--- src/design/psg_pkg.sv ---
// ----------------------------------------------------------------------------
// psg_pkg
// Shared types, register offsets, codes and wave tables of the sound generator.
// ----------------------------------------------------------------------------
package psg_pkg;

    localparam int VOICES_DEF      = 8;
    localparam int SAMPLE_RATE_DEF = 24000;

    localparam logic [31:0] NOISE_MIX_INIT = 32'h6745_2301;
    localparam logic [31:0] NOISE_OUT_INIT = 32'hEFCD_AB89;

    localparam logic signed [15:0] WAVE_PEAK = 16'sd32767;
    localparam logic signed [15:0] WAVE_RAIL = -16'sd32767;

    // register byte offsets inside a voice
    localparam logic [2:0] OFF_FREQ_LO  = 3'd0;
    localparam logic [2:0] OFF_FREQ_HI  = 3'd1;
    localparam logic [2:0] OFF_DUTY     = 3'd2;
    localparam logic [2:0] OFF_ATTACK   = 3'd3;
    localparam logic [2:0] OFF_DECAY    = 3'd4;
    localparam logic [2:0] OFF_RELEASE  = 3'd5;
    localparam logic [2:0] OFF_PAN_GATE = 3'd6;

    // envelope stages
    localparam logic [1:0] STG_RELEASE = 2'd0;
    localparam logic [1:0] STG_ATTACK  = 2'd1;
    localparam logic [1:0] STG_DECAY   = 2'd2;
    localparam logic [1:0] STG_SUSTAIN = 2'd3;

    // wave codes
    localparam logic [3:0] WAVE_SINE     = 4'd0;
    localparam logic [3:0] WAVE_SQUARE   = 4'd1;
    localparam logic [3:0] WAVE_SAW      = 4'd2;
    localparam logic [3:0] WAVE_TRIANGLE = 4'd3;
    localparam logic [3:0] WAVE_NOISE    = 4'd4;

    // command codes
    localparam logic CMD_WRITE = 1'b0;
    localparam logic CMD_TICK  = 1'b1;

    typedef struct packed {
        logic [7:0][7:0]    regs;
        logic [31:0]        inc;
        logic signed [15:0] sample;
        logic [31:0]        phase;
        logic [24:0]        env;
        logic [1:0]         stage;
        logic [31:0]        nmix;
        logic [31:0]        nout;
        logic [2:0]         pend;
    } voice_t;

    typedef struct packed {
        logic       en;
        logic [2:0] off;
        logic [7:0] data;
    } wr_t;

    function automatic logic [14:0] quarter_sine(input logic [6:0] i);
        logic [14:0] v;
        case (i)
            7'd0:  v = 15'd0;     7'd1:  v = 15'd804;   7'd2:  v = 15'd1608;
            7'd3:  v = 15'd2410;  7'd4:  v = 15'd3212;  7'd5:  v = 15'd4011;
            7'd6:  v = 15'd4808;  7'd7:  v = 15'd5602;  7'd8:  v = 15'd6393;
            7'd9:  v = 15'd7179;  7'd10: v = 15'd7962;  7'd11: v = 15'd8739;
            7'd12: v = 15'd9512;  7'd13: v = 15'd10278; 7'd14: v = 15'd11039;
            7'd15: v = 15'd11793; 7'd16: v = 15'd12539; 7'd17: v = 15'd13278;
            7'd18: v = 15'd14010; 7'd19: v = 15'd14732; 7'd20: v = 15'd15446;
            7'd21: v = 15'd16151; 7'd22: v = 15'd16846; 7'd23: v = 15'd17530;
            7'd24: v = 15'd18205; 7'd25: v = 15'd18868; 7'd26: v = 15'd19519;
            7'd27: v = 15'd20159; 7'd28: v = 15'd20787; 7'd29: v = 15'd21403;
            7'd30: v = 15'd22005; 7'd31: v = 15'd22594; 7'd32: v = 15'd23170;
            7'd33: v = 15'd23731; 7'd34: v = 15'd24279; 7'd35: v = 15'd24811;
            7'd36: v = 15'd25329; 7'd37: v = 15'd25832; 7'd38: v = 15'd26319;
            7'd39: v = 15'd26790; 7'd40: v = 15'd27245; 7'd41: v = 15'd27683;
            7'd42: v = 15'd28105; 7'd43: v = 15'd28510; 7'd44: v = 15'd28898;
            7'd45: v = 15'd29268; 7'd46: v = 15'd29621; 7'd47: v = 15'd29956;
            7'd48: v = 15'd30273; 7'd49: v = 15'd30571; 7'd50: v = 15'd30852;
            7'd51: v = 15'd31113; 7'd52: v = 15'd31356; 7'd53: v = 15'd31580;
            7'd54: v = 15'd31785; 7'd55: v = 15'd31971; 7'd56: v = 15'd32137;
            7'd57: v = 15'd32285; 7'd58: v = 15'd32412; 7'd59: v = 15'd32521;
            7'd60: v = 15'd32609; 7'd61: v = 15'd32678; 7'd62: v = 15'd32728;
            7'd63: v = 15'd32757; 7'd64: v = 15'd32767;
            default: v = 15'd0;
        endcase
        return v;
    endfunction

    function automatic logic signed [15:0] sine_at(input logic [7:0] p);
        logic [14:0] q;
        logic [14:0] qm;
        logic signed [15:0] r;
        q  = quarter_sine({1'b0, p[5:0]});
        qm = quarter_sine(7'd64 - {1'b0, p[5:0]});
        case (p[7:6])
            2'd0:    r = $signed({1'b0, q});
            2'd1:    r = $signed({1'b0, qm});
            2'd2:    r = -$signed({1'b0, q});
            default: r = -$signed({1'b0, qm});
        endcase
        return r;
    endfunction

    function automatic logic [24:0] level_at(input logic [3:0] i);
        logic [8:0] v;
        case (i)
            4'd0:  v = 9'd256; 4'd1:  v = 9'd204; 4'd2:  v = 9'd168; 4'd3:  v = 9'd142;
            4'd4:  v = 9'd120; 4'd5:  v = 9'd102; 4'd6:  v = 9'd86;  4'd7:  v = 9'd73;
            4'd8:  v = 9'd61;  4'd9:  v = 9'd50;  4'd10: v = 9'd40;  4'd11: v = 9'd31;
            4'd12: v = 9'd22;  4'd13: v = 9'd14;  4'd14: v = 9'd7;
            default: v = 9'd0;
        endcase
        return {v, 16'd0};
    endfunction

endpackage

--- src/design/psg_cell.sv ---
// ----------------------------------------------------------------------------
// psg_cell
// One link of the voice ring: holds a voice record, takes register writes, shifts it on a tick.
// ----------------------------------------------------------------------------
module psg_cell
(
    input  logic            clk,
    input  logic            rst_n,
    input  logic            shift_en,
    input  psg_pkg::voice_t shift_in,
    input  psg_pkg::wr_t    wr,
    input  logic            inc_load,
    input  logic [31:0]     inc_val,
    output psg_pkg::voice_t rec
);

    localparam psg_pkg::voice_t REC_INIT = '{
        regs:   '0,
        inc:    '0,
        sample: '0,
        phase:  '0,
        env:    '0,
        stage:  psg_pkg::STG_RELEASE,
        nmix:   psg_pkg::NOISE_MIX_INIT,
        nout:   psg_pkg::NOISE_OUT_INIT,
        pend:   '0
    };

    psg_pkg::voice_t rec_reg;
    psg_pkg::voice_t rec_next;
    logic [2:0]      pend_next;

    always_comb
    begin
        pend_next = rec_reg.pend | 3'b001;
        if (wr.data[0])
            pend_next = pend_next | 3'b010;
        else
            pend_next = (pend_next & 3'b101) | 3'b100;
    end

    always_comb
    begin
        rec_next = rec_reg;
        if (shift_en)
        begin
            rec_next = shift_in;
        end
        else
        begin
            if (wr.en)
            begin
                rec_next.regs[wr.off] = wr.data;
                if (wr.off == psg_pkg::OFF_PAN_GATE)
                    rec_next.pend = pend_next;
            end
            if (inc_load)
                rec_next.inc = inc_val;
        end
    end

    always_ff @(posedge clk or negedge rst_n)
    begin
        if (!rst_n)
            rec_reg <= REC_INIT;
        else
            rec_reg <= rec_next;
    end

    assign rec = rec_reg;

endmodule

--- config.mk ---
export PLATFORM = sky130hd
export DESIGN_NAME = psg_cell
export DESIGN_NICKNAME = d
export VERILOG_FILES = /design/src/design/psg_pkg.sv /design/src/design/psg_cell.sv
export SDC_FILE = /design/constraint.sdc
export NUM_CORES = 1
export LEC_CHECK = 0
export ABC_AREA = 1
export ABC_CLOCK_PERIOD_IN_PS = 800
export BUFFER_PORTS_ARGS = -buffer_cell sky130_fd_sc_hd__buf_2
export CORE_AREA = 2 2 202 204
export DETAILED_ROUTE_END_ITERATION = 7
export DIE_AREA = 0 0 204 206
export PLACE_DENSITY = 0.55
export SYNTH_ARGS = -nofsm -noshare
export SYNTH_HDL_FRONTEND = slang
export SYNTH_SLANG_ARGS = --single-unit
--- constraint.sdc ---
create_clock -name clk -period 0.8 [get_ports clk]
set_input_delay 0.04 -clock clk [delete_from_list [all_inputs] [get_ports clk]]
set_output_delay 0.04 -clock clk [all_outputs]
set_load 0.1 [all_outputs]
---- Word level (Yosys, flattened, before mapping) ----
Index checks and enable logic that the tools add are counted.
operators by class
  equal/unequal tests ..................... 2
  mux-type cells .......................... 10
  reductions and logical operators ........ 6
  magnitude comparators ................... 2
operators with widths
  operator                                                                       count
  96-bit two-way mux                                                             1
  64-bit bitwise mux                                                             1
  64-bit two-way mux                                                             1
  32-bit two-way mux                                                             1
  8-bit demux with 3-bit select                                                  1
  3-bit two-way mux                                                              4
  8-bit two-way mux                                                              1
  2-bit nonzero test                                                             3
  3-bit by 4-bit less-than comparator with 1-bit output (second input constant)  1
  3-bit == test (second input constant)                                          1
  3-bit by 1-bit >= comparator with 1-bit output (second input constant)         1
  3-bit AND reduction                                                            1
  2-bit inequality test (second input constant)                                  1
  2-bit AND reduction                                                            1
  1-bit logical AND                                                              1
storage, ports and cells
  bits of input ports ..................... 286
  output and inout bits ................... 238
  register bits ........................... 238

---- Depth between registers and ports, before layout ----
  depth in word-level cells ............... 7
  gate-level depth with buffers ........... 7

---- Least setup slack after synthesis ----
OpenSTA, ideal clock, no wires.
  path kind ............................... register to register
  start point ............................. register rec_reg (netlist bit rec[182])
  end point ............................... register rec_reg (netlist bit rec[182])
  arrival time ............................ 1.146 ns
  clock period less this slack ............ 1.232 ns
  buffers on the path ..................... 0
  required time ........................... 0.713 ns
  cell stages (with the launch flop) ...... 3
  setup slack ............................. -0.432 ns
  path through ............................ dfrtp_1 -> nand3_1 -> o211ai_1
on the way
  word-level cells in the longest chain between the ends .. 3
ends and longest elaborated chain
  what                    line            RTL
  from (decl)             psg_cell.sv:29  psg_pkg::voice_t rec_reg;
  from (signal assigned)  psg_cell.sv:67  rec_reg <= rec_next;
  64-bit bitwise mux      psg_cell.sv:53  rec_next.regs[wr.off] = wr.data;
  64-bit two-way mux      psg_cell.sv:51  if (wr.en)
  96-bit two-way mux      psg_cell.sv:45  if (shift_en)
Every way passes these cells. The select of a mux whose other input is x is not followed.
A chain may end at the register's enable or synchronous reset.

---- Worst setup path after layout ----
  start point ............................. register rec_reg (netlist bit rec[10])
  end point ............................... output port rec[10] (netlist bit)
RTL lines
  what       line            RTL
  to (decl)  psg_cell.sv:14  output psg_pkg::voice_t rec
No word-level cell between the ends.

==> flow_summary.toml <==
[logic_synthesis]
synthTopCellsByArea = "dfrtp_1, nand2_1, nand3_1"
ys_types = 18
yosysWarningCount = 0
yosysMostFrequentCell = "nand2_1"
ys_async_sr_fraction_pct = 100
post-synth-top-area-fraction_pct = 52.3
ys_seq_area_share_pct = 60.9
syn-num-nets = 1435
synth_edf_count = 0
syn_area_per_cell_um2 = 8.57
syn_area_mm2 = 0.00985
ys.flop_type = "dfrtp_1"
synth_common_cells = "nand2_1, dfrtp_1, nand3_1"
yosysTopAreaCell = "dfrtp_1"
syn_inst = 1149
ys_ff_latch = 238

[placement]
place_inst = 2227
dp.final_hpwl_mm = 30.9
io_buffers = 523
place_congestion = 0.837

[clock_tree]
cts_buffers = 29
htree_levels = 1
clock_sinks = 238
clockRootBuffer = "clkbuf_16"
cts_tree = "done"
clk_pin_slew_worst_paths_ps = 60
clock_latency_ps = 540
clockBufferDepth = 3

[drt]
drtIter0Drc = 602
ant_nets = 0
viasPerCell = 4.52
vias = 11900
wl_per_cell_um = 18.1
dr.pass1.iters = 5
drc_errors = 0
drt_wl_total_mm = 47.7

[sta]
finalSetupViolCount = 303
fmax_ghz = 0.713
finalHoldViolations = 21
final_max_slew_viol_count = 0
rsz0062_at_grt = "yes"
fin_ws_ps = -603
fin_setup_tns_ps = -114850
period_share_pct = 175
fin_crit_ps = 1400
hold_ws_ps = -46.4
worst_slew_pin_slew_ps = 486
finalClockSkew_ps = 0
relSlewSlack_pct = 67.6

[global_route]
antenna_found_initial = 0
track_usage_pct = 21.2
grt_pass1_vias = 12700
grt_max_degree = 45
grt_overflow_total = 0
grt_pass1_wl_mm = 70.0

[layout]
largest_register_ffs = 238
area_delta_synth_final_pct = 140
nFillCells = 3055
stdcell_count = 2638
postLayoutCoreUtil_pct = 58.9
fin_nets = 2370
drive_above_1_share_pct = 53.9

[critical_path]
end_kind = "output port"
slowest_delay_ps = 630
path_cells = "buf_12"
cp-start-kind = "flop"
worstPathMaxFanout = 2
regToRegStartpoint = "rec[193]$_DFFE_PN0P_"
arrival_ps = 1360
crit_family = "flip-flops"
cp.buffers_inverters = 1
r2r_slack_ps = -160
worstReg2RegEnd = "rec[193]$_DFFE_PN0P_"
path_class = "reg -> out"
reg2reg_depth = 4
critPathRequiredTime_ps = 760
critPathSlowestCell = "dfstp_4"

[run]
maxCapViolations = 0

[hold_path]
hold_depth = 5
hp-start = "wr[3]"
min_path_type = "in -> reg"
holdPathEnd = "rec[233]$_DFFE_PN0P_"

[floorplanning]
boundaryPins = 524
die_x_um = 204
floorplan.rows = 74
start_util_pct = 24.5
core-area_mm2 = 0.0402
die_h_um = 206
dieArea_mm2 = 0.0420

[pwr]
total_power_uw = 47700
cellPowerDensity_mw_per_mm2 = 2020
ir_worst_vdd_mv = 1.50
leakage_uw = 0.0111

[run_status]
status = "finished with violations"
violations = "hold timing, setup timing"
==> repair_timing <==
| item | CTS | global route |
|---|---|---|
| setup endpoints to repair | 241 | 350 |
| cloned | 0 | 1 |
| gates resized for setup | 71 | 112 |
| hold buffers | 287 | 6 |
| endpoints found under the hold margin | 476 | 27 |
| setup buffers | 38 | 38 |
| pin swaps | 4 | 25 |
==> how the worst max path moves through the flow <==
stage                              from  depth (start not counted)                    to  slack [ps]
finish              rec[10]$_DFFE_PN1P_                          1               rec[10]        -600
global route        rec[10]$_DFFE_PN1P_                          1               rec[10]        -640
CTS                 rec[10]$_DFFE_PN1P_                          1               rec[10]        -640
detailed placement                wr[8]                          7  rec[186]$_DFFE_PN0P_        -270
global placement               shift_en                          5  rec[209]$_DFFE_PN0P_        -270
floorplan           rec[10]$_DFFE_PN1P_                          2   rec[10]$_DFFE_PN1P_        -160
==> cell families (layout without fill, tap and decap cells) <==
| family | Yosys count | in the layout | synth area share [%] |
|---|---|---|---|
| compound gates | 6 | 6 | 0.432 |
| other cells | 0 | 2 | 0 |
| buf+inv | 77 | 1032 | 4.09 |
| simple gates | 828 | 828 | 34.6 |
| flops | 238 | 238 | 60.9 |
==> report_power, final <==
part           switching [uW]  internal [uW]
clock network            5240           7810
logic                   11700           7480
registers                1390          14000
==> through the flow <==
step	hold WS (ps)	instance area, um^2	setup slack (ps)
floorplan	-256	11000	-161
global placement	-86.3	18600	-269
detailed placement	-82.2	18600	-272
CTS	-95.5	23000	-645
global route	-43.2	23600	-638
finish	-46.4	23700	-603
==> area by class of cell <==
type / count / area (um^2) / share of cell area, %
Timing Repair Buffer: 964 / 10900 / 46.1
Sequential cell: 238 / 6890 / 29.1
Multi-Input combinational cell: 834 / 4180 / 17.7
Clock buffer: 42 / 835 / 3.53
Tap cell: 532 / 666 / 2.81
Clock inverter: 9 / 97.6 / 0.413
Inverter: 17 / 68.8 / 0.291
Antenna cell: 2 / 5.00 / 0.0212
==> worst min-delay path, cell delays in order <==
cell and delay (ps):
buf_2 110, inv_1 60, nor2_2 100, nand2_1 90, nand3_1 60
==> cell usage in the layout, fill, tap and decap left out, types with 7 or more instances in the layout <==
cell,synthesis,layout
nand2_2,3,49
nand3_1,189,87
clkbuf_8,0,7
nor2_4,5,8
buf_2,37,284
buf_6,1,64
buf_4,16,52
buf_12,0,272
nand2_1,618,568
inv_1,13,11
clkbuf_16,0,29
nor2_2,7,7
clkbuf_1,5,7
dfstp_4,0,32
nand3_2,0,96
dfrtp_4,0,205
dlygate4sd3_1,0,290
==> per-layer routing <==
metal,share of wire (%),track usage [%],vias to the layer above
met2,52,38.0,550
met1,37,24.1,5793
met3,7.1,5.12,107
li1,-,-,5486
met4,4.1,8.98,0
met5,0,0,-
Power figures use the tool's default switching activity.
