## config.mk

```make
export PLATFORM = sky130hd
export DESIGN_NAME = psg_voice
export DESIGN_NICKNAME = d
export VERILOG_FILES = /design/src/design/psg_pkg.sv /design/src/design/psg_voice.sv
export SDC_FILE = /design/constraint.sdc
export NUM_CORES = 1
export LEC_CHECK = 0
export BUFFER_PORTS_ARGS = -buffer_cell sky130_fd_sc_hd__buf_2
export CAP_MARGIN = 20
export CORE_AREA = 2 2 187 189
export DETAILED_ROUTE_END_ITERATION = 6
export DIE_AREA = 0 0 189 191
export GPL_TIMING_DRIVEN = 1
export PLACE_DENSITY = 0.8
export SETUP_SLACK_MARGIN = 0.3
export SYNTH_ARGS = -nofsm -noshare
export SYNTH_HDL_FRONTEND = slang
export SYNTH_SLANG_ARGS = --single-unit
```

## constraint.sdc

```tcl
create_clock -name vclk -period 42.5
set_input_delay 12.75 -clock vclk [all_inputs]
set_output_delay 12.75 -clock vclk [all_outputs]
set_load 0.005 [all_outputs]
```

## src/design/psg_pkg.sv

```systemverilog
// ----------------------------------------------------------------------------
// psg_pkg
// Shared types, register offsets, codes and wave tables of the sound generator.
// ----------------------------------------------------------------------------
package psg_pkg;

    localparam int VOICES_DEF      = 8;
    localparam int SAMPLE_RATE_DEF = 24000;

    localparam logic [31:0] NOISE_MIX_INIT = 32'h6745_2301;
    localparam logic [31:0] NOISE_OUT_INIT = 32'hEFCD_AB89;

    localparam logic signed [15:0] WAVE_PEAK = 16'sd32767;
    localparam logic signed [15:0] WAVE_RAIL = -16'sd32767;

    // register byte offsets inside a voice
    localparam logic [2:0] OFF_FREQ_LO  = 3'd0;
    localparam logic [2:0] OFF_FREQ_HI  = 3'd1;
    localparam logic [2:0] OFF_DUTY     = 3'd2;
    localparam logic [2:0] OFF_ATTACK   = 3'd3;
    localparam logic [2:0] OFF_DECAY    = 3'd4;
    localparam logic [2:0] OFF_RELEASE  = 3'd5;
    localparam logic [2:0] OFF_PAN_GATE = 3'd6;

    // envelope stages
    localparam logic [1:0] STG_RELEASE = 2'd0;
    localparam logic [1:0] STG_ATTACK  = 2'd1;
    localparam logic [1:0] STG_DECAY   = 2'd2;
    localparam logic [1:0] STG_SUSTAIN = 2'd3;

    // wave codes
    localparam logic [3:0] WAVE_SINE     = 4'd0;
    localparam logic [3:0] WAVE_SQUARE   = 4'd1;
    localparam logic [3:0] WAVE_SAW      = 4'd2;
    localparam logic [3:0] WAVE_TRIANGLE = 4'd3;
    localparam logic [3:0] WAVE_NOISE    = 4'd4;

    // command codes
    localparam logic CMD_WRITE = 1'b0;
    localparam logic CMD_TICK  = 1'b1;

    typedef struct packed {
        logic [7:0][7:0]    regs;
        logic [31:0]        inc;
        logic signed [15:0] sample;
        logic [31:0]        phase;
        logic [24:0]        env;
        logic [1:0]         stage;
        logic [31:0]        nmix;
        logic [31:0]        nout;
        logic [2:0]         pend;
    } voice_t;

    typedef struct packed {
        logic       en;
        logic [2:0] off;
        logic [7:0] data;
    } wr_t;

    function automatic logic [14:0] quarter_sine(input logic [6:0] i);
        logic [14:0] v;
        case (i)
            7'd0:  v = 15'd0;     7'd1:  v = 15'd804;   7'd2:  v = 15'd1608;
            7'd3:  v = 15'd2410;  7'd4:  v = 15'd3212;  7'd5:  v = 15'd4011;
            7'd6:  v = 15'd4808;  7'd7:  v = 15'd5602;  7'd8:  v = 15'd6393;
            7'd9:  v = 15'd7179;  7'd10: v = 15'd7962;  7'd11: v = 15'd8739;
            7'd12: v = 15'd9512;  7'd13: v = 15'd10278; 7'd14: v = 15'd11039;
            7'd15: v = 15'd11793; 7'd16: v = 15'd12539; 7'd17: v = 15'd13278;
            7'd18: v = 15'd14010; 7'd19: v = 15'd14732; 7'd20: v = 15'd15446;
            7'd21: v = 15'd16151; 7'd22: v = 15'd16846; 7'd23: v = 15'd17530;
            7'd24: v = 15'd18205; 7'd25: v = 15'd18868; 7'd26: v = 15'd19519;
            7'd27: v = 15'd20159; 7'd28: v = 15'd20787; 7'd29: v = 15'd21403;
            7'd30: v = 15'd22005; 7'd31: v = 15'd22594; 7'd32: v = 15'd23170;
            7'd33: v = 15'd23731; 7'd34: v = 15'd24279; 7'd35: v = 15'd24811;
            7'd36: v = 15'd25329; 7'd37: v = 15'd25832; 7'd38: v = 15'd26319;
            7'd39: v = 15'd26790; 7'd40: v = 15'd27245; 7'd41: v = 15'd27683;
            7'd42: v = 15'd28105; 7'd43: v = 15'd28510; 7'd44: v = 15'd28898;
            7'd45: v = 15'd29268; 7'd46: v = 15'd29621; 7'd47: v = 15'd29956;
            7'd48: v = 15'd30273; 7'd49: v = 15'd30571; 7'd50: v = 15'd30852;
            7'd51: v = 15'd31113; 7'd52: v = 15'd31356; 7'd53: v = 15'd31580;
            7'd54: v = 15'd31785; 7'd55: v = 15'd31971; 7'd56: v = 15'd32137;
            7'd57: v = 15'd32285; 7'd58: v = 15'd32412; 7'd59: v = 15'd32521;
            7'd60: v = 15'd32609; 7'd61: v = 15'd32678; 7'd62: v = 15'd32728;
            7'd63: v = 15'd32757; 7'd64: v = 15'd32767;
            default: v = 15'd0;
        endcase
        return v;
    endfunction

    function automatic logic signed [15:0] sine_at(input logic [7:0] p);
        logic [14:0] q;
        logic [14:0] qm;
        logic signed [15:0] r;
        q  = quarter_sine({1'b0, p[5:0]});
        qm = quarter_sine(7'd64 - {1'b0, p[5:0]});
        case (p[7:6])
            2'd0:    r = $signed({1'b0, q});
            2'd1:    r = $signed({1'b0, qm});
            2'd2:    r = -$signed({1'b0, q});
            default: r = -$signed({1'b0, qm});
        endcase
        return r;
    endfunction

    function automatic logic [24:0] level_at(input logic [3:0] i);
        logic [8:0] v;
        case (i)
            4'd0:  v = 9'd256; 4'd1:  v = 9'd204; 4'd2:  v = 9'd168; 4'd3:  v = 9'd142;
            4'd4:  v = 9'd120; 4'd5:  v = 9'd102; 4'd6:  v = 9'd86;  4'd7:  v = 9'd73;
            4'd8:  v = 9'd61;  4'd9:  v = 9'd50;  4'd10: v = 9'd40;  4'd11: v = 9'd31;
            4'd12: v = 9'd22;  4'd13: v = 9'd14;  4'd14: v = 9'd7;
            default: v = 9'd0;
        endcase
        return {v, 16'd0};
    endfunction

endpackage

```

## src/design/psg_voice.sv

```systemverilog
// ----------------------------------------------------------------------------
// psg_voice
// Per-voice update: phase, waveform, envelope step and gate edges.
// ----------------------------------------------------------------------------
module psg_voice
#(
    parameter int SAMPLE_RATE = psg_pkg::SAMPLE_RATE_DEF
)
(
    input  psg_pkg::voice_t cur,
    output psg_pkg::voice_t upd
);

    localparam int RK = SAMPLE_RATE / 1000;

    localparam logic [24:0] ATK_TAB [16] = '{
        25'((1 << 24) / (RK * 2)),    25'((1 << 24) / (RK * 8)),
        25'((1 << 24) / (RK * 16)),   25'((1 << 24) / (RK * 24)),
        25'((1 << 24) / (RK * 38)),   25'((1 << 24) / (RK * 56)),
        25'((1 << 24) / (RK * 68)),   25'((1 << 24) / (RK * 80)),
        25'((1 << 24) / (RK * 100)),  25'((1 << 24) / (RK * 250)),
        25'((1 << 24) / (RK * 500)),  25'((1 << 24) / (RK * 800)),
        25'((1 << 24) / (RK * 1000)), 25'((1 << 24) / (RK * 3000)),
        25'((1 << 24) / (RK * 5000)), 25'((1 << 24) / (RK * 8000))
    };

    localparam logic [24:0] FALL_TAB [16] = '{
        25'((1 << 24) / (RK * 6)),     25'((1 << 24) / (RK * 24)),
        25'((1 << 24) / (RK * 48)),    25'((1 << 24) / (RK * 72)),
        25'((1 << 24) / (RK * 114)),   25'((1 << 24) / (RK * 168)),
        25'((1 << 24) / (RK * 204)),   25'((1 << 24) / (RK * 240)),
        25'((1 << 24) / (RK * 300)),   25'((1 << 24) / (RK * 750)),
        25'((1 << 24) / (RK * 1500)),  25'((1 << 24) / (RK * 2400)),
        25'((1 << 24) / (RK * 3000)),  25'((1 << 24) / (RK * 9000)),
        25'((1 << 24) / (RK * 15000)), 25'((1 << 24) / (RK * 24000))
    };

    logic [31:0] acc;
    logic [7:0]  p;
    logic [7:0]  duty;
    logic [8:0]  lo_edge;
    logic [8:0]  hi_edge;
    logic        mid_closed;
    logic [31:0] mix_x;
    logic [24:0] peak;
    logic [24:0] hold;
    logic [24:0] dec;
    logic [25:0] sum;
    logic [24:0] lvl;
    logic [1:0]  stg;

    always_comb
    begin
        upd  = cur;
        acc  = cur.phase + cur.inc;
        p    = acc[31:24];
        duty = cur.regs[psg_pkg::OFF_DUTY];
        lo_edge = 9'd128 - {2'b00, duty[7:1]};
        hi_edge = 9'd128 + {2'b00, duty[7:1]};
        mid_closed = ({1'b0, p} < lo_edge) || ({1'b0, p} >= hi_edge);
        mix_x = cur.nmix ^ cur.nout;
        upd.phase = acc;

        case (cur.regs[psg_pkg::OFF_RELEASE][7:4])
            psg_pkg::WAVE_SINE:
                upd.sample = mid_closed ? psg_pkg::WAVE_RAIL : psg_pkg::sine_at(p);
            psg_pkg::WAVE_SQUARE:
                upd.sample = (p > duty) ? psg_pkg::WAVE_RAIL : psg_pkg::WAVE_PEAK;
            psg_pkg::WAVE_SAW:
                upd.sample = (p > duty) ? psg_pkg::WAVE_RAIL
                                        : $signed(16'h7FFF - acc[31:16]);
            psg_pkg::WAVE_TRIANGLE:
                if (mid_closed)
                    upd.sample = psg_pkg::WAVE_RAIL;
                else if (p[7])
                    upd.sample = $signed(16'h7FFF - acc[30:15]);
                else
                    upd.sample = $signed(acc[30:15] - 16'h8000);
            psg_pkg::WAVE_NOISE:
                if (p > duty)
                    upd.sample = psg_pkg::WAVE_RAIL;
                else
                begin
                    upd.nmix   = mix_x;
                    upd.sample = $signed(cur.nout[15:0]);
                    upd.nout   = cur.nout + mix_x;
                end
            default:
                upd.sample = '0;
        endcase

        // envelope
        peak = psg_pkg::level_at(cur.regs[psg_pkg::OFF_ATTACK][7:4]);
        hold = psg_pkg::level_at(cur.regs[psg_pkg::OFF_DECAY][7:4]);
        lvl  = cur.env;
        stg  = cur.stage;
        sum  = {1'b0, cur.env} + {1'b0, ATK_TAB[cur.regs[psg_pkg::OFF_ATTACK][3:0]]};
        dec  = '0;
        case (cur.stage)
            psg_pkg::STG_ATTACK:
            begin
                lvl = sum[24:0];
                if (sum >= {1'b0, peak})
                begin
                    lvl = peak;
                    stg = psg_pkg::STG_DECAY;
                end
            end
            psg_pkg::STG_DECAY:
            begin
                dec = FALL_TAB[cur.regs[psg_pkg::OFF_DECAY][3:0]];
                lvl = (cur.env <= dec) ? 25'd0 : cur.env - dec;
                if (lvl <= hold)
                begin
                    stg = psg_pkg::STG_SUSTAIN;
                    if (hold <= peak)
                        lvl = hold;
                end
            end
            psg_pkg::STG_SUSTAIN:
            begin
                if (hold <= peak)
                    lvl = hold;
            end
            default:
            begin
                dec = FALL_TAB[cur.regs[psg_pkg::OFF_RELEASE][3:0]];
                lvl = (cur.env <= dec) ? 25'd0 : cur.env - dec;
            end
        endcase
        upd.env = lvl;

        // pending gate edges, applied after the envelope step
        if (cur.pend[0])
        begin
            if (!cur.pend[1])
                stg = psg_pkg::STG_RELEASE;
            else if (cur.pend[2])
                stg = psg_pkg::STG_ATTACK;
            else if (stg == psg_pkg::STG_RELEASE)
                stg = psg_pkg::STG_ATTACK;
        end
        upd.stage = stg;
        upd.pend  = '0;
    end

endmodule
```

Yosys cells after proc, flatten, opt, wreduce, memory -nomap -nowiden
Memories as Yosys holds them, arrays and structs flattened.
Index checks and enable logic that the tools add are counted.

storage, ports and cells
  memories = 7
  output and inout bits = 238
  ROM bits = 4368
  input port bits = 238
  register bits after elaboration = 0

operators by class
  add/subtract/negate cells = 13
  mux-type cells = 32
  eq/ne operators = 9
  bitwise logic cells = 4
  reduce and logical (&&, ||, !) cells = 4
  magnitude comparators = 11

memory list
  memory           words  bits a word  rd ports  clocked after Yosys merged registers in  wr ports  line              RTL
  (no name shown)  128    15           1         0                                        0         psg_pkg.sv:62     case (i)
  (no name shown)  64     15           1         0                                        0         psg_pkg.sv:62
  (no name shown)  16     25           1         0                                        0         psg_voice.sv:127  dec = FALL_TAB[cur.regs[psg_pkg::OFF_RELEASE][3:0]];
  (no name shown)  16     25           1         0                                        0         psg_voice.sv:111  dec = FALL_TAB[cur.regs[psg_pkg::OFF_DECAY][3:0]];
  (no name shown)  16     25           1         0                                        0         psg_voice.sv:97   sum = {1'b0, cur.env} + {1'b0, ATK_TAB[cur.regs[psg_pkg::OFF_ATTACK][3:0]]};
  (no name shown)  16     9            1         0                                        0         psg_pkg.sv:107    case (i)
  1 more memories  --     --           --        --                                       --        --

operators by type and width
  kind                    number
  $mux 25                 12
  $mux 64                 2
  $le 25x25->1            4
  $mux 16                 6
  $pmux 16 s5             1
  $pmux 25 s3             1
  $add 32x32->32          2
  $sub 25x25->25          2
  $pmux 16 s3             1
  $neg 15->16             2
  $sub 15x16->16 const A  2
  $xor 32x32->32          1
  $mux 15                 2
  $add 25x25->26          1
  $ge 26x25->1            1
  $sub 16x16->16 const B  1
  $ge 5x5->1 const B      3
  $not 4->5               3
  $mux 2                  6
  $add 8x7->9 const A     1
  $ge 8x9->1              1
  $lt 8x9->1              1
  $sub 8x7->9 const A     1
  $eq 4x2->1 const B      2
  other kinds (10)        14

Depth between registers and ports, before layout
  depth in word-level cells = 14
  depth in mapped cells = 35
  gate-level depth less buffers = 33

Worst setup path after synthesis
OpenSTA, ideal clock, no wires.

  path kind = input to output
  from = input cur[201] (netlist name)
  to = output upd[87] (netlist name)
  stages on the path = 32
  arrival time = 18.706 ns
  setup slack = 11.044 ns
  cells stage by stage = clkbuf_1 > clkbuf_1 > o21ai_0 > a22oi_1 > inv_1 > fa_1 > nor2b_1 > o21ai_0 > a21boi_0 > o21ai_0 > a21boi_0 > o21ai_0 > a311oi_1 > o311ai_0 > a2111oi_0 > o21ai_0 > xnor2_1 > ha_1 > and3_1 > nor2b_1 > nand2_1 > nor3_1 > nand3_1 > nor4_1 > o221ai_1 > nor4_1 > a41oi_1 > o21a_1 > clkbuf_1 > buf_1 > o31a_1 > a21oi_1

RTL lines
  item                line             RTL
  start: declaration  psg_voice.sv:10  input psg_pkg::voice_t cur,
  end: declaration    psg_voice.sv:11  output psg_pkg::voice_t upd

==> impl_metrics.toml <==
[cells_and_area]
layout_commonest_cell = "buf_2"
final_cell_mix = "buf_2, nand2_1, ha_1, o21ai_0, nor2_1"
finalInstanceArea_um2 = 19250
regArea_um2 = 0
nClkBuffers = 0
design.seq.count = 0
fin_cells = 3327
synthToLayoutAreaGrowth_pct = 6.996
finalNetCount = 3344
drive_gt1_share_pct = 17.60
post-route-util_pct = 56.42

[die]
start_util_pct = 52.73
pin_count = 476
die_area_um2 = 36100
dieWidth_um = 189
floorplan.die.height_um = 191
core_area_um2 = 34120
row_count = 68

[yosys]
synth_top_area_share_pct = 16.07
synth_cells = 2711
ys_seq_area_share_pct = 0
synth-simple-area-share_pct = 24.08
synthAdderAreaFrac_pct = 16.51
synth.largest_area_cell = "ha_1"
syn_area_um2 = 17990
synth_compound_area_share_pct = 34.87
yosysUniqueCellTypes = 115
syn-mean-instance-area_um2 = 6.636
synth_mux_area_share_pct = 2.935
synth_xor_area_share_pct = 10.25
synth_top_family_by_area = "compound AO/OA/AOI/OAI gates"
synth_area_leaders = "ha_1, xnor2_1, o21ai_0"
yosysWarnings = 0

[timing]
finalCriticalPeriod_ns = 34.06
drv_slew = 0
setup_tns_ns = 0
fin_ws_ns = 8.443
maxSlewHeadroom_pct = 21.61
fmax_ghz = 0.02936
tightest_slew_ns = 1.161
rsz0062_at_grt = "no"
finalCritPeriodShare_pct = 80.13
setup_violations = 0
hold_viol_final = 0

[power]
p_leak_uw = 0.008624
powerDensity_nw_per_um2 = 29.14
ir_drop_mv = 0.02903

[routing]
via_per_inst = 6.603
routed_wl_um = 70130
drtIter0Drc = 2247
vias = 21969
drc = 14
dr.pass1.iters = 7
detail_route.wl_per_cell_um = 21.08
final_antenna_net_count = 0

[global_routing]
grt_util_all_layers_pct = 35.91
grt_pass1_wl_um = 106500
gr-total-overflow = 0
antenna_found_initial = 2
grt_pass1_vias = 19880
grt_max_degree = 65

[place]
dpl.hpwl_um = 55280
post-place-ws_ns = 8.857
dpl-instance-area_um2 = 19240
gp_congestion = 1.050
portBuffers = 393
placedCellCount = 3323

[clock_network]
postCtsHoldBufs = 0
post_cts_resized = 0
post_cts_buffers = 0

[worst_setup_path]
worst_ep_required_time_ns = 29.75
slowest_delay_ns = 0.71
cp_slowest_cell = "a2111oi_0"
critPathArrivalTime_ns = 21.31
critical_path_class = "input pin to output port"
cp-start-kind = "input pin"
path_max_fanout = 37
endpoint_kind = "output port"

[flow_run]
maxCapViolations = 0

[run_status]
status = "finished with violations"
violations = "DRC"

[hold_path]
hold_class = "input pin to output port"
## stage by stage
stage	hold slack, ns	total power, uW
final	25.50	560.9
after global routing	25.50	598.7
after CTS	25.50	539.0
after detailed placement	25.50	536.0
after global placement	25.50	528.6
after floorplan	25.56	387.2
## worst paths after layout
path,start,depth (start not counted),slack (ns),endpoint
max,cur[94],25,8.44,upd[139]
min,cur[174],0,25.50,upd[174]
## critical path, delay by kind of cell
family,cells,cell delay [ns]
muxes,1,0.66
adders and majority gates,3,1.20
buffers and inverters,5,1.03
and+or+nand+nor,9,2.95
AOI/OAI and AO/OA,7,2.67
## report_power, final
part | leakage [uW] | switching (uW) | internal, uW
Clock | 0.0000000205 | 0 | 0.00000341
Sequential | 0 | 0 | 0
Combinational | 0.00862 | 363 | 198
## kinds of logic after synthesis
family                   after synthesis
AO/OA/AOI/OAI                        924
AND/OR/NAND/NOR                      885
buffers and inverters                407
adder cells (fa/ha/maj)              235
XOR/XNOR                             209
multiplexers                          50
other                                  1
## area by class of cell
type	count	area (um2)
Timing Repair Buffer	414	2122
Multi-Input combinational cell	2306	15990
Inverter	149	559.3
Fill cell	3382	14870
Antenna cell	3	7.507
Tap cell	455	569.3
## synthesized netlist by cell type, drive strengths merged, types with 17 or more instances
library cell and n:
nor2b 31, nor3 81, nand4 29, nor2 212, a211oi 32, nand2 268
o211ai 39, nor4 25, xor2 66, nand2b 31, a2111oi 17, a21o 48
xnor2 142, mux2i 31, buf 160, nand3 80, mux2 19, and2 32
inv 144, and3 27, a31oi 43, a21oi 187, o31ai 32, o22ai 18
clkbuf 98, ha 231, o21ai 236, or3 17, a221oi 29, o21a 42
a221o 18
## routing by layer
layer	routed length [um]	GRT usage (%)	up-vias	share of wire [%]
li1	-	-	10232	-
met1	27670	46.48	10124	39
met2	31200	58.23	1315	44
met3	6895	4.461	298	9.8
met4	4361	18.84	0	6.2
met5	0	0	-	0
(Power assumes the default switching activity.)
